**src/design/mgs_pkg.sv**
```systemverilog
`timescale 1ns / 1ps
// mgs_pkg: widths, codes, reset values and the queue entry type of the
// motion gesture segmenter. No dependencies.

package mgs_pkg;

	localparam int unsigned COORD_W   = 16;
	localparam int unsigned FRAME_W   = 32;
	localparam int unsigned SPEED_W   = 16;
	localparam int unsigned CFG_IDX_W = 2;
	localparam int unsigned EV_W      = 2;
	localparam int unsigned DELTA_W   = COORD_W + 1;
	localparam int unsigned PROD_W    = 2 * DELTA_W;
	localparam int unsigned SQ_W      = 2 * SPEED_W;
	localparam int unsigned LEN2_W    = SQ_W + 2;
	localparam int unsigned Q_DEPTH   = 4;
	localparam int unsigned Q_PTR_W   = $clog2(Q_DEPTH);
	localparam int unsigned Q_CNT_W   = $clog2(Q_DEPTH + 1);

	// event codes
	localparam logic [EV_W-1:0] EV_NONE  = 2'd0;
	localparam logic [EV_W-1:0] EV_START = 2'd1;
	localparam logic [EV_W-1:0] EV_CONT  = 2'd2;
	localparam logic [EV_W-1:0] EV_END   = 2'd3;

	// register indexes
	localparam logic [CFG_IDX_W-1:0] REG_START_SPEED = 2'd0;
	localparam logic [CFG_IDX_W-1:0] REG_END_SPEED   = 2'd1;

	localparam logic [SQ_W-1:0] START_SQ_RST = SQ_W'(50 * 50);
	localparam logic [SQ_W-1:0] END_SQ_RST   = SQ_W'(20 * 20);

	// sample classes decided by the front
	typedef logic [1:0] kind_t;
	localparam kind_t KIND_FIRST = 2'd0;
	localparam kind_t KIND_LOST  = 2'd1;
	localparam kind_t KIND_STEP  = 2'd2;

	typedef struct packed {
		kind_t              kind;
		logic               slow;
		logic               fast;
		logic [FRAME_W-1:0] frame;
	} mgs_entry_t;

endpackage

```
**src/design/mgs_in_if.sv**
```systemverilog
`timescale 1ns / 1ps
// mgs_in_if: sample channel, one tracked-hand point per frame.
// Depends on mgs_pkg.

interface mgs_in_if;
	import mgs_pkg::*;

	logic                      valid;
	logic                      ready;
	logic                      hand_present;
	logic signed [COORD_W-1:0] pos_x;
	logic signed [COORD_W-1:0] pos_y;
	logic signed [COORD_W-1:0] pos_z;
	logic [FRAME_W-1:0]        frame_number;

	modport source (output valid, hand_present, pos_x, pos_y, pos_z, frame_number,
		input ready);
	modport sink (input valid, hand_present, pos_x, pos_y, pos_z, frame_number,
		output ready);
endinterface

```
**src/design/mgs_out_if.sv**
```systemverilog
`timescale 1ns / 1ps
// mgs_out_if: event channel, one event per frame.
// Depends on mgs_pkg.

interface mgs_out_if;
	import mgs_pkg::*;

	logic               valid;
	logic               ready;
	logic [EV_W-1:0]    event_res;
	logic [FRAME_W-1:0] first_frame;
	logic [FRAME_W-1:0] current_frame;

	modport source (output valid, event_res, first_frame, current_frame, input ready);
	modport sink (input valid, event_res, first_frame, current_frame, output ready);
endinterface

```
**src/design/mgs_cfg_if.sv**
```systemverilog
`timescale 1ns / 1ps
// mgs_cfg_if: register write channel (index and data).
// Depends on mgs_pkg.

interface mgs_cfg_if;
	import mgs_pkg::*;

	logic                 valid;
	logic                 ready;
	logic [CFG_IDX_W-1:0] idx;
	logic [SPEED_W-1:0]   wdata;

	modport source (output valid, idx, wdata, input ready);
	modport sink (input valid, idx, wdata, output ready);
endinterface

```
**src/design/mgs_front.sv**
```systemverilog
`timescale 1ns / 1ps
// mgs_front: accepts samples, keeps the previous point, measures the squared
// step in three stages and classifies it. Depends on mgs_pkg, mgs_in_if, mgs_cfg_if.

module mgs_front (
	input  logic               clk,
	input  logic               arst_n,
	mgs_in_if.sink             sample,
	mgs_cfg_if.sink            cfg,
	input  logic               q_full,
	output logic               q_push,
	output mgs_pkg::mgs_entry_t q_entry
);
	import mgs_pkg::*;

	logic [SQ_W-1:0]           start_sq_q;
	logic [SQ_W-1:0]           end_sq_q;
	logic [SQ_W-1:0]           cfg_sq;

	logic signed [COORD_W-1:0] last_x_q;
	logic signed [COORD_W-1:0] last_y_q;
	logic signed [COORD_W-1:0] last_z_q;
	logic                      seen_any_q;
	logic                      last_present_q;

	logic                      adv;
	logic                      accept;
	kind_t                     kind_in;

	logic                      valid_s1;
	kind_t                     kind_s1;
	logic [FRAME_W-1:0]        frame_s1;
	logic signed [DELTA_W-1:0] dx_s1;
	logic signed [DELTA_W-1:0] dy_s1;
	logic signed [DELTA_W-1:0] dz_s1;

	logic signed [PROD_W-1:0]  px;
	logic signed [PROD_W-1:0]  py;
	logic signed [PROD_W-1:0]  pz;

	logic                      valid_s2;
	kind_t                     kind_s2;
	logic [FRAME_W-1:0]        frame_s2;
	logic [SQ_W-1:0]           sqx_s2;
	logic [SQ_W-1:0]           sqy_s2;
	logic [SQ_W-1:0]           sqz_s2;

	logic [LEN2_W-1:0]         len2;
	logic                      valid_s3;
	mgs_entry_t                entry_s3;

	// thresholds are kept squared
	assign cfg.ready = 1'b1;
	assign cfg_sq    = SQ_W'(cfg.wdata) * SQ_W'(cfg.wdata);

	always_ff @(posedge clk or negedge arst_n) begin
		if (!arst_n) begin
			start_sq_q <= START_SQ_RST;
			end_sq_q   <= END_SQ_RST;
		end else if (cfg.valid) begin
			unique case (cfg.idx)
				REG_START_SPEED: start_sq_q <= cfg_sq;
				REG_END_SPEED:   end_sq_q   <= cfg_sq;
				default: ;
			endcase
		end
	end

	// whole pipe moves unless stage 3 is blocked by a full queue
	assign adv          = !valid_s3 || !q_full;
	assign sample.ready = adv;
	assign accept       = sample.valid && adv;

	always_comb begin
		if (!seen_any_q)
			kind_in = KIND_FIRST;
		else if (!sample.hand_present || !last_present_q)
			kind_in = KIND_LOST;
		else
			kind_in = KIND_STEP;
	end

	always_ff @(posedge clk or negedge arst_n) begin
		if (!arst_n) begin
			seen_any_q     <= 1'b0;
			last_present_q <= 1'b0;
			last_x_q       <= '0;
			last_y_q       <= '0;
			last_z_q       <= '0;
		end else if (accept) begin
			seen_any_q     <= 1'b1;
			last_present_q <= sample.hand_present;
			if (sample.hand_present) begin
				last_x_q <= sample.pos_x;
				last_y_q <= sample.pos_y;
				last_z_q <= sample.pos_z;
			end
		end
	end

	assign px = dx_s1 * dx_s1;
	assign py = dy_s1 * dy_s1;
	assign pz = dz_s1 * dz_s1;

	assign len2 = LEN2_W'(sqx_s2) + LEN2_W'(sqy_s2) + LEN2_W'(sqz_s2);

	always_ff @(posedge clk or negedge arst_n) begin
		if (!arst_n) begin
			valid_s1 <= 1'b0;
			valid_s2 <= 1'b0;
			valid_s3 <= 1'b0;
		end else if (adv) begin
			valid_s1 <= accept;
			valid_s2 <= valid_s1;
			valid_s3 <= valid_s2;
		end
	end

	always_ff @(posedge clk) begin
		if (adv) begin
			kind_s1  <= kind_in;
			frame_s1 <= sample.frame_number;
			dx_s1    <= DELTA_W'(sample.pos_x) - DELTA_W'(last_x_q);
			dy_s1    <= DELTA_W'(sample.pos_y) - DELTA_W'(last_y_q);
			dz_s1    <= DELTA_W'(sample.pos_z) - DELTA_W'(last_z_q);

			kind_s2  <= kind_s1;
			frame_s2 <= frame_s1;
			// a 17 bit square never exceeds 32 bits
			sqx_s2   <= px[SQ_W-1:0];
			sqy_s2   <= py[SQ_W-1:0];
			sqz_s2   <= pz[SQ_W-1:0];

			entry_s3.kind  <= kind_s2;
			entry_s3.frame <= frame_s2;
			entry_s3.slow  <= len2 < LEN2_W'(end_sq_q);
			entry_s3.fast  <= len2 > LEN2_W'(start_sq_q);
		end
	end

	assign q_push  = valid_s3 && !q_full;
	assign q_entry = entry_s3;

endmodule

```
**src/design/mgs_queue.sv**
```systemverilog
`timescale 1ns / 1ps
// mgs_queue: short fifo of classified samples between front and back.
// Depends on mgs_pkg.

module mgs_queue (
	input  logic                clk,
	input  logic                arst_n,
	input  logic                push,
	input  mgs_pkg::mgs_entry_t push_entry,
	output logic                full,
	input  logic                pop,
	output mgs_pkg::mgs_entry_t pop_entry,
	output logic                empty
);
	import mgs_pkg::*;

	mgs_entry_t           slot_q [Q_DEPTH];
	logic [Q_PTR_W-1:0]   wr_ptr_q;
	logic [Q_PTR_W-1:0]   rd_ptr_q;
	logic [Q_CNT_W-1:0]   cnt_q;

	assign full      = cnt_q == Q_CNT_W'(Q_DEPTH);
	assign empty     = cnt_q == '0;
	assign pop_entry = slot_q[rd_ptr_q];

	always_ff @(posedge clk) begin
		if (push)
			slot_q[wr_ptr_q] <= push_entry;
	end

	always_ff @(posedge clk or negedge arst_n) begin
		if (!arst_n) begin
			wr_ptr_q <= '0;
			rd_ptr_q <= '0;
			cnt_q    <= '0;
		end else begin
			if (push)
				wr_ptr_q <= wr_ptr_q + 1'b1;
			if (pop)
				rd_ptr_q <= rd_ptr_q + 1'b1;
			unique case ({push, pop})
				2'b10:   cnt_q <= cnt_q + 1'b1;
				2'b01:   cnt_q <= cnt_q - 1'b1;
				default: cnt_q <= cnt_q;
			endcase
		end
	end

endmodule

```
**src/design/mgs_back.sv**
```systemverilog
`timescale 1ns / 1ps
// mgs_back: gesture state (active, slow step, origin frame) and the event
// output register. Depends on mgs_pkg, mgs_out_if.

module mgs_back (
	input  logic                clk,
	input  logic                arst_n,
	input  logic                q_empty,
	output logic                q_pop,
	input  mgs_pkg::mgs_entry_t q_entry,
	mgs_out_if.source           result
);
	import mgs_pkg::*;

	logic               in_gesture_q;
	logic               slow_prev_q;
	logic [FRAME_W-1:0] origin_q;
	logic               out_valid_q;
	logic [EV_W-1:0]    ev_q;
	logic [FRAME_W-1:0] first_q;
	logic [FRAME_W-1:0] cur_q;

	logic               in_gesture_d;
	logic               slow_prev_d;
	logic [FRAME_W-1:0] origin_d;
	logic [EV_W-1:0]    ev_d;
	logic [FRAME_W-1:0] first_d;

	// output register frees up in the same cycle it is taken
	assign q_pop = !q_empty && (!out_valid_q || result.ready);

	always_comb begin
		in_gesture_d = in_gesture_q;
		slow_prev_d  = slow_prev_q;
		origin_d     = origin_q;
		ev_d         = EV_NONE;
		first_d      = '0;
		unique case (q_entry.kind)
			KIND_LOST: begin
				if (in_gesture_q) begin
					ev_d         = EV_END;
					first_d      = origin_q;
					in_gesture_d = 1'b0;
				end
				slow_prev_d = 1'b0;
			end
			KIND_STEP: begin
				if (in_gesture_q) begin
					first_d = origin_q;
					if (q_entry.slow && slow_prev_q) begin
						ev_d         = EV_END;
						in_gesture_d = 1'b0;
					end else begin
						ev_d = EV_CONT;
					end
				end else if (q_entry.fast) begin
					origin_d     = q_entry.frame - 1'b1;
					first_d      = q_entry.frame - 1'b1;
					in_gesture_d = 1'b1;
					ev_d         = EV_START;
				end
				slow_prev_d = q_entry.slow;
			end
			default: ;  // first sample after reset: no event, no state change
		endcase
	end

	always_ff @(posedge clk or negedge arst_n) begin
		if (!arst_n) begin
			in_gesture_q <= 1'b0;
			slow_prev_q  <= 1'b0;
			origin_q     <= '0;
			out_valid_q  <= 1'b0;
		end else begin
			if (q_pop) begin
				in_gesture_q <= in_gesture_d;
				slow_prev_q  <= slow_prev_d;
				origin_q     <= origin_d;
				out_valid_q  <= 1'b1;
			end else if (result.ready) begin
				out_valid_q <= 1'b0;
			end
		end
	end

	always_ff @(posedge clk) begin
		if (q_pop) begin
			ev_q    <= ev_d;
			first_q <= first_d;
			cur_q   <= q_entry.frame;
		end
	end

	assign result.valid         = out_valid_q;
	assign result.event_res     = ev_q;
	assign result.first_frame   = first_q;
	assign result.current_frame = cur_q;

endmodule

```
**src/design/motion_gesture_segmenter_top.sv**
```systemverilog
`timescale 1ns / 1ps
// motion_gesture_segmenter_top: speed-threshold gesture segmentation of a hand track.
// Depends on mgs_pkg, the channel interfaces, mgs_front, mgs_queue, mgs_back.
//
//   port    dir   contents
//   sample  in    hand_present, pos_x, pos_y, pos_z, frame_number
//   result  out   event_res, first_frame, current_frame
//   cfg     in    idx (0 start_speed, 1 end_speed), wdata
//
// One sample per cycle sustained while result.ready keeps the queue from filling; its
// event becomes valid once the sample has passed the stages (deltas taken at the transfer,
// then squares, compares, the queue and the output register).
// A four-entry queue sits between front and back; sample.ready drops only when
// it is full and the third front stage holds a sample.
// cfg.ready is always high. Reset clears the track and gesture state and loads
// the default thresholds; no clearing pass follows.

module motion_gesture_segmenter_top (
	input  logic       clk,
	input  logic       arst_n,
	mgs_in_if.sink     sample,
	mgs_out_if.source  result,
	mgs_cfg_if.sink    cfg
);
	import mgs_pkg::*;

	logic       q_push;
	logic       q_pop;
	logic       q_full;
	logic       q_empty;
	mgs_entry_t push_entry;
	mgs_entry_t pop_entry;

	mgs_front u_front (
		.clk     (clk),
		.arst_n  (arst_n),
		.sample  (sample),
		.cfg     (cfg),
		.q_full  (q_full),
		.q_push  (q_push),
		.q_entry (push_entry)
	);

	mgs_queue u_queue (
		.clk        (clk),
		.arst_n     (arst_n),
		.push       (q_push),
		.push_entry (push_entry),
		.full       (q_full),
		.pop        (q_pop),
		.pop_entry  (pop_entry),
		.empty      (q_empty)
	);

	mgs_back u_back (
		.clk     (clk),
		.arst_n  (arst_n),
		.q_empty (q_empty),
		.q_pop   (q_pop),
		.q_entry (pop_entry),
		.result  (result)
	);

	a_no_push_full: assert property (@(posedge clk) disable iff (!arst_n)
		q_push |-> !q_full)
		else $error("queue push while full");

	a_no_pop_empty: assert property (@(posedge clk) disable iff (!arst_n)
		q_pop |-> !q_empty)
		else $error("queue pop while empty");

	a_pop_shows: assert property (@(posedge clk) disable iff (!arst_n)
		q_pop |=> result.valid)
		else $error("popped sample did not reach the output register");

	a_none_zero: assert property (@(posedge clk) disable iff (!arst_n)
		(result.valid && result.event_res == EV_NONE) |-> result.first_frame == '0)
		else $error("first_frame nonzero on a none event");

endmodule

```
**src/flat_wrapper.sv**
```systemverilog
// flat-port wrapper written by rule: the top's interface ports become plain ports
module motion_gesture_segmenter_top_flat import mgs_pkg::*;
  (clk, arst_n, sample_valid, sample_hand_present, sample_pos_x, sample_pos_y, sample_pos_z, sample_frame_number, sample_ready, result_valid, result_event_res, result_first_frame, result_current_frame, result_ready, cfg_valid, cfg_idx, cfg_wdata, cfg_ready);
  mgs_in_if sample_i ();
  mgs_out_if result_i ();
  mgs_cfg_if cfg_i ();
  input  logic clk;
  input  logic arst_n;
  input wire logic [$bits(sample_i.valid)-1:0] sample_valid;
  input wire logic [$bits(sample_i.hand_present)-1:0] sample_hand_present;
  input wire logic [$bits(sample_i.pos_x)-1:0] sample_pos_x;
  input wire logic [$bits(sample_i.pos_y)-1:0] sample_pos_y;
  input wire logic [$bits(sample_i.pos_z)-1:0] sample_pos_z;
  input wire logic [$bits(sample_i.frame_number)-1:0] sample_frame_number;
  output wire logic [$bits(sample_i.ready)-1:0] sample_ready;
  output wire logic [$bits(result_i.valid)-1:0] result_valid;
  output wire logic [$bits(result_i.event_res)-1:0] result_event_res;
  output wire logic [$bits(result_i.first_frame)-1:0] result_first_frame;
  output wire logic [$bits(result_i.current_frame)-1:0] result_current_frame;
  input wire logic [$bits(result_i.ready)-1:0] result_ready;
  input wire logic [$bits(cfg_i.valid)-1:0] cfg_valid;
  input wire logic [$bits(cfg_i.idx)-1:0] cfg_idx;
  input wire logic [$bits(cfg_i.wdata)-1:0] cfg_wdata;
  output wire logic [$bits(cfg_i.ready)-1:0] cfg_ready;
  assign sample_i.valid = sample_valid;
  assign sample_i.hand_present = sample_hand_present;
  assign sample_i.pos_x = sample_pos_x;
  assign sample_i.pos_y = sample_pos_y;
  assign sample_i.pos_z = sample_pos_z;
  assign sample_i.frame_number = sample_frame_number;
  assign sample_ready = sample_i.ready;
  assign result_valid = result_i.valid;
  assign result_event_res = result_i.event_res;
  assign result_first_frame = result_i.first_frame;
  assign result_current_frame = result_i.current_frame;
  assign result_i.ready = result_ready;
  assign cfg_i.valid = cfg_valid;
  assign cfg_i.idx = cfg_idx;
  assign cfg_i.wdata = cfg_wdata;
  assign cfg_ready = cfg_i.ready;
  motion_gesture_segmenter_top u_core (.clk(clk), .arst_n(arst_n), .sample(sample_i), .result(result_i), .cfg(cfg_i));
endmodule
```
**config.mk**
```make
export PLATFORM = sky130hd
export DESIGN_NAME = motion_gesture_segmenter_top_flat
export DESIGN_NICKNAME = d
export VERILOG_FILES = /design/src/design/mgs_pkg.sv /design/src/design/mgs_in_if.sv /design/src/design/mgs_out_if.sv /design/src/design/mgs_cfg_if.sv /design/src/design/mgs_front.sv /design/src/design/mgs_queue.sv /design/src/design/mgs_back.sv /design/src/design/motion_gesture_segmenter_top.sv /design/src/flat_wrapper.sv
export SDC_FILE = /design/constraint.sdc
export NUM_CORES = 2
export LEC_CHECK = 0
export BUFFER_PORTS_ARGS = -buffer_cell sky130_fd_sc_hd__buf_4
export CAP_MARGIN = 15
export CORE_MARGIN = 1
export CORE_UTILIZATION = 41
export DETAILED_ROUTE_END_ITERATION = 6
export GPL_TIMING_DRIVEN = 0
export PLACE_DENSITY = 0.55
export SLEW_MARGIN = 40
export SYNTH_ARGS = -nofsm -noshare
export SYNTH_HDL_FRONTEND = slang
export SYNTH_HIERARCHICAL = 1
export SYNTH_SLANG_ARGS = --single-unit
```
**constraint.sdc**
```tcl
create_clock -name clk -period 9.6 [get_ports clk]
set_input_delay 0.48 -clock clk [delete_from_list [all_inputs] [get_ports clk]]
set_output_delay 0.48 -clock clk [all_outputs]
set_load 0.1 [all_outputs]
```
==> reports/metrics.cfg <==
[finish]
drive_above_1_share=0.0776
utilization=0.463
final_nets=7646
areaGrowthSynthToFinish_pct=11.4
final_cell_mix=inv_1, fa_1, nand2_1, ha_1, edfxtp_1
final_common_cell=inv_1
fin_cells=8155

[yosys]
synth_edf_count=458
synth.top_cells.by_area=fa_1, edfxtp_1, ha_1
synth_top_cell_by_area=fa_1
ys_seq_area_frac=0.283
synth_flop_cell=edfxtp_1
synth_cells=5766
synth_area_per_cell_um2=10.8
syn_area_um2=62600
netlist-cell-type-count=96
ys_ff_latch=615
async_flop_share=0.255
yosysTopAreaCellShare=0.310
ys_warn_count=6

[die]
io-pin-count=173
die_area_um2=154000
initial_core_util=0.415
die_h_um=393
die_w_um=393
rows=142
core_area_um2=151000

[sta]
setup_slack_ns=1.83
finalSetupTns_ns=0
worst_pin_slew_ns=0.862
slew_viol_final=0
hold_viol_final=0
fmax_ghz=0.129
worst_clock_skew_ns=0.0302
maxSlewHeadroom=0.425
rsz0062_at_grt=no
setup_violations=0
period_minus_slack_ns=7.77
finalCritPeriodShare=0.809

[cts]
clkLatencyLatePin_ns=0.69
post_cts_resize_count=0
cts_tree=done
clockBufferDepth=3
cts-root-buf=clkbuf_16
numCtsBuffers=75
clock-sinks=615
ctsHtreeMaxLevel=3
cts_setup_buffers=0
clk_pin_slew_ns=0.05

[worst_hold_path]
hold_path_class=in -> reg
min_from=sample_pos_y[10]

[placement]
gp_congestion=0.886
hpwlAfterDp_mm=118
place_ws_ns=1.85
placed_cells=7971
port_buffers=170

[run_status]
status=complete, no violations

[run]
maxCapViolCount=0

[global_routing]
first_global_vias=43087
grtUsageTotal=0.196
grt_pass1_wl_mm=234
grt_overflow=0
grt_start_max_net_pins=59
antenna_found_initial=3

[worst_setup_path]
arrival_ns=8.18
cpMaxStageDelayCell=clkbuf_1
reg2reg_from=u_core/u_front/dy_s1[2]
crit_top_cell=fa_1
end_kind=flip-flop
crit_chain=clkbuf_1 > clkbuf_1 > nand2_1 > inv_1 > fa_1 > fa_1 > fa_1 > fa_1 > fa_1 > inv_1 > fa_1 > inv_1 > ha_1 > nand3_1 > nor2_1 > a211o_1 > a221o_1 > a221oi_2 > a21oi_1 > a211o_1 > a21oi_1 > xnor2_1
crit_start=u_core/u_front/dy_s1[2]
critPathMaxFanout=10
startpoint_type=flip-flop
criticalPathCategory=reg -> reg
cpPeakStageDelay_ns=0.65
required_ns=10.01

[route]
vias_per_cell=4.89
dr.first_iter.drc_count=1908
ant_nets=0
dr.pass1.iters=5
finalWirelength_mm=144
route.vias.total=39841
drc_errors=0
wl_per_cell_um=17.7

==> cell usage after synthesis, drive strengths merged (7+ instances only) <==
| master | instances |
|---|---|
| mux2 | 51 |
| a21boi | 10 |
| a211o | 8 |
| and3 | 19 |
| xnor2 | 194 |
| a211oi | 14 |
| o21bai | 11 |
| nand2b | 39 |
| dfrtp | 149 |
| ha | 498 |
| o31ai | 18 |
| edfxtp | 458 |
| nor2 | 182 |
| o21a | 22 |
| fa | 970 |
| dfstp | 8 |
| xor2 | 67 |
| nand2 | 532 |
| nand3 | 38 |
| mux4 | 36 |
| clkbuf | 120 |
| nor2b | 53 |
| o211ai | 7 |
| a31o | 11 |
| or2 | 14 |
| nand4 | 20 |
| inv | 1372 |
| a31oi | 18 |
| or3 | 13 |
| and2 | 209 |
| a21oi | 136 |
| nor4 | 15 |
| nor3 | 47 |
| o21ai | 218 |
| nand3b | 7 |
| buf | 10 |
| a21o | 85 |
==> final timing paths <==
| check | endpoint | slack, ns | cells after the start |
|---|---|---|---|
| min | u_core/u_front/last_y_q[10] | 0.06 | 2 |
| max in group asynchronous | u_core/u_front/last_present_q | 8.51 | 3 |
| min in group asynchronous | u_core/u_front/start_sq_q[30] | 0.36 | 2 |
| max reg2reg | u_core/u_front/sqy_s2[31] | 1.83 | 22 |
| min reg2reg | u_core/u_front/frame_s2[19] | 0.40 | 0 |
| max | u_core/u_front/sqy_s2[31] | 1.83 | 22 |
==> cell families (layout without fill, tap and decap cells) <==
family                   Yosys count  in the layout  synth area share
multiplexers                      87             87            0.0221
adder cells (fa/ha/maj)         1468           1468             0.410
flip-flops                       615            615             0.283
AO/OA/AOI/OAI                    621            621            0.0629
other                              2              6          0.000120
XOR/XNOR                         261            261            0.0365
buffers and inverters           1502           1871            0.0910
AND/OR/NAND/NOR                 1210           1210            0.0944
==> flip-flops by register name, indices dropped and copies added (netlist names), 3 cells and up <==
name,cells
u_core/u_back/origin_q,32
u_core/u_back/result.current_frame,32
u_core/u_back/result.first_frame,32
u_core/u_front/dx_s1,17
u_core/u_front/dy_s1,17
u_core/u_front/dz_s1,17
u_core/u_front/end_sq_q,31
u_core/u_front/frame_s1,32
u_core/u_front/frame_s2,32
u_core/u_front/last_x_q,16
u_core/u_front/last_y_q,16
u_core/u_front/last_z_q,16
u_core/u_front/q_entry,36
u_core/u_front/sqx_s2,31
u_core/u_front/sqy_s2,31
u_core/u_front/sqz_s2,31
u_core/u_front/start_sq_q,31
u_core/u_queue/cnt_q,3
u_core/u_queue/slot_q,144
==> metal layers <==
metal,GRT usage,part of all wire
met5,0,0
met1,0.269,0.45
met4,0.0519,0.026
met2,0.323,0.47
met3,0.0300,0.049
==> worst max-delay path: cells and delay by family, from the launching register on <==
family / cells / cell delay (ns)
adder cells (fa/ha/maj): 7 / 3.36
AO/OA/AOI/OAI: 6 / 1.79
buffers and inverters: 5 / 1.32
flip-flops: 1 / 0.53
AND/OR/NAND/NOR: 3 / 0.41
XOR/XNOR: 1 / 0.08
==> per-stage QoR <==
| stage | area [um^2] | hold WS, ns |
|---|---|---|
| 3_3_place_gp | 66400 | 0.403 |
| 3_5_place_dp | 66800 | 0.406 |
| 2_1_floorplan | 62600 | 0.184 |
| 4_1_cts | 69700 | 0.0000103 |
| 6_report | 69700 | 0.0628 |
| 5_1_grt | 69700 | 0.00976 |
==> what timing repair did <==
action	CTS	global route
hold buffers	42	0
setup endpoints to repair	0	0
hold endpoints to repair	86	0
==> final cells by class <==
| type | instances | area (um^2) |
|---|---|---|
| fillers | 14228 | 81000 |
| clock buffers | 103 | 2060 |
| well taps | 2016 | 2520 |
| diodes | 2 | 5.00 |
| multi-input cells | 3651 | 39200 |
| inverters | 1372 | 5150 |
| plain buffers | 130 | 548 |
| clock inverters | 37 | 410 |
| flip-flops and latches | 615 | 17700 |
| repair buffers | 229 | 2070 |
Power is not shown: default switching activity piles up to over one toggle a cycle in this logic, so the estimate is an artifact.
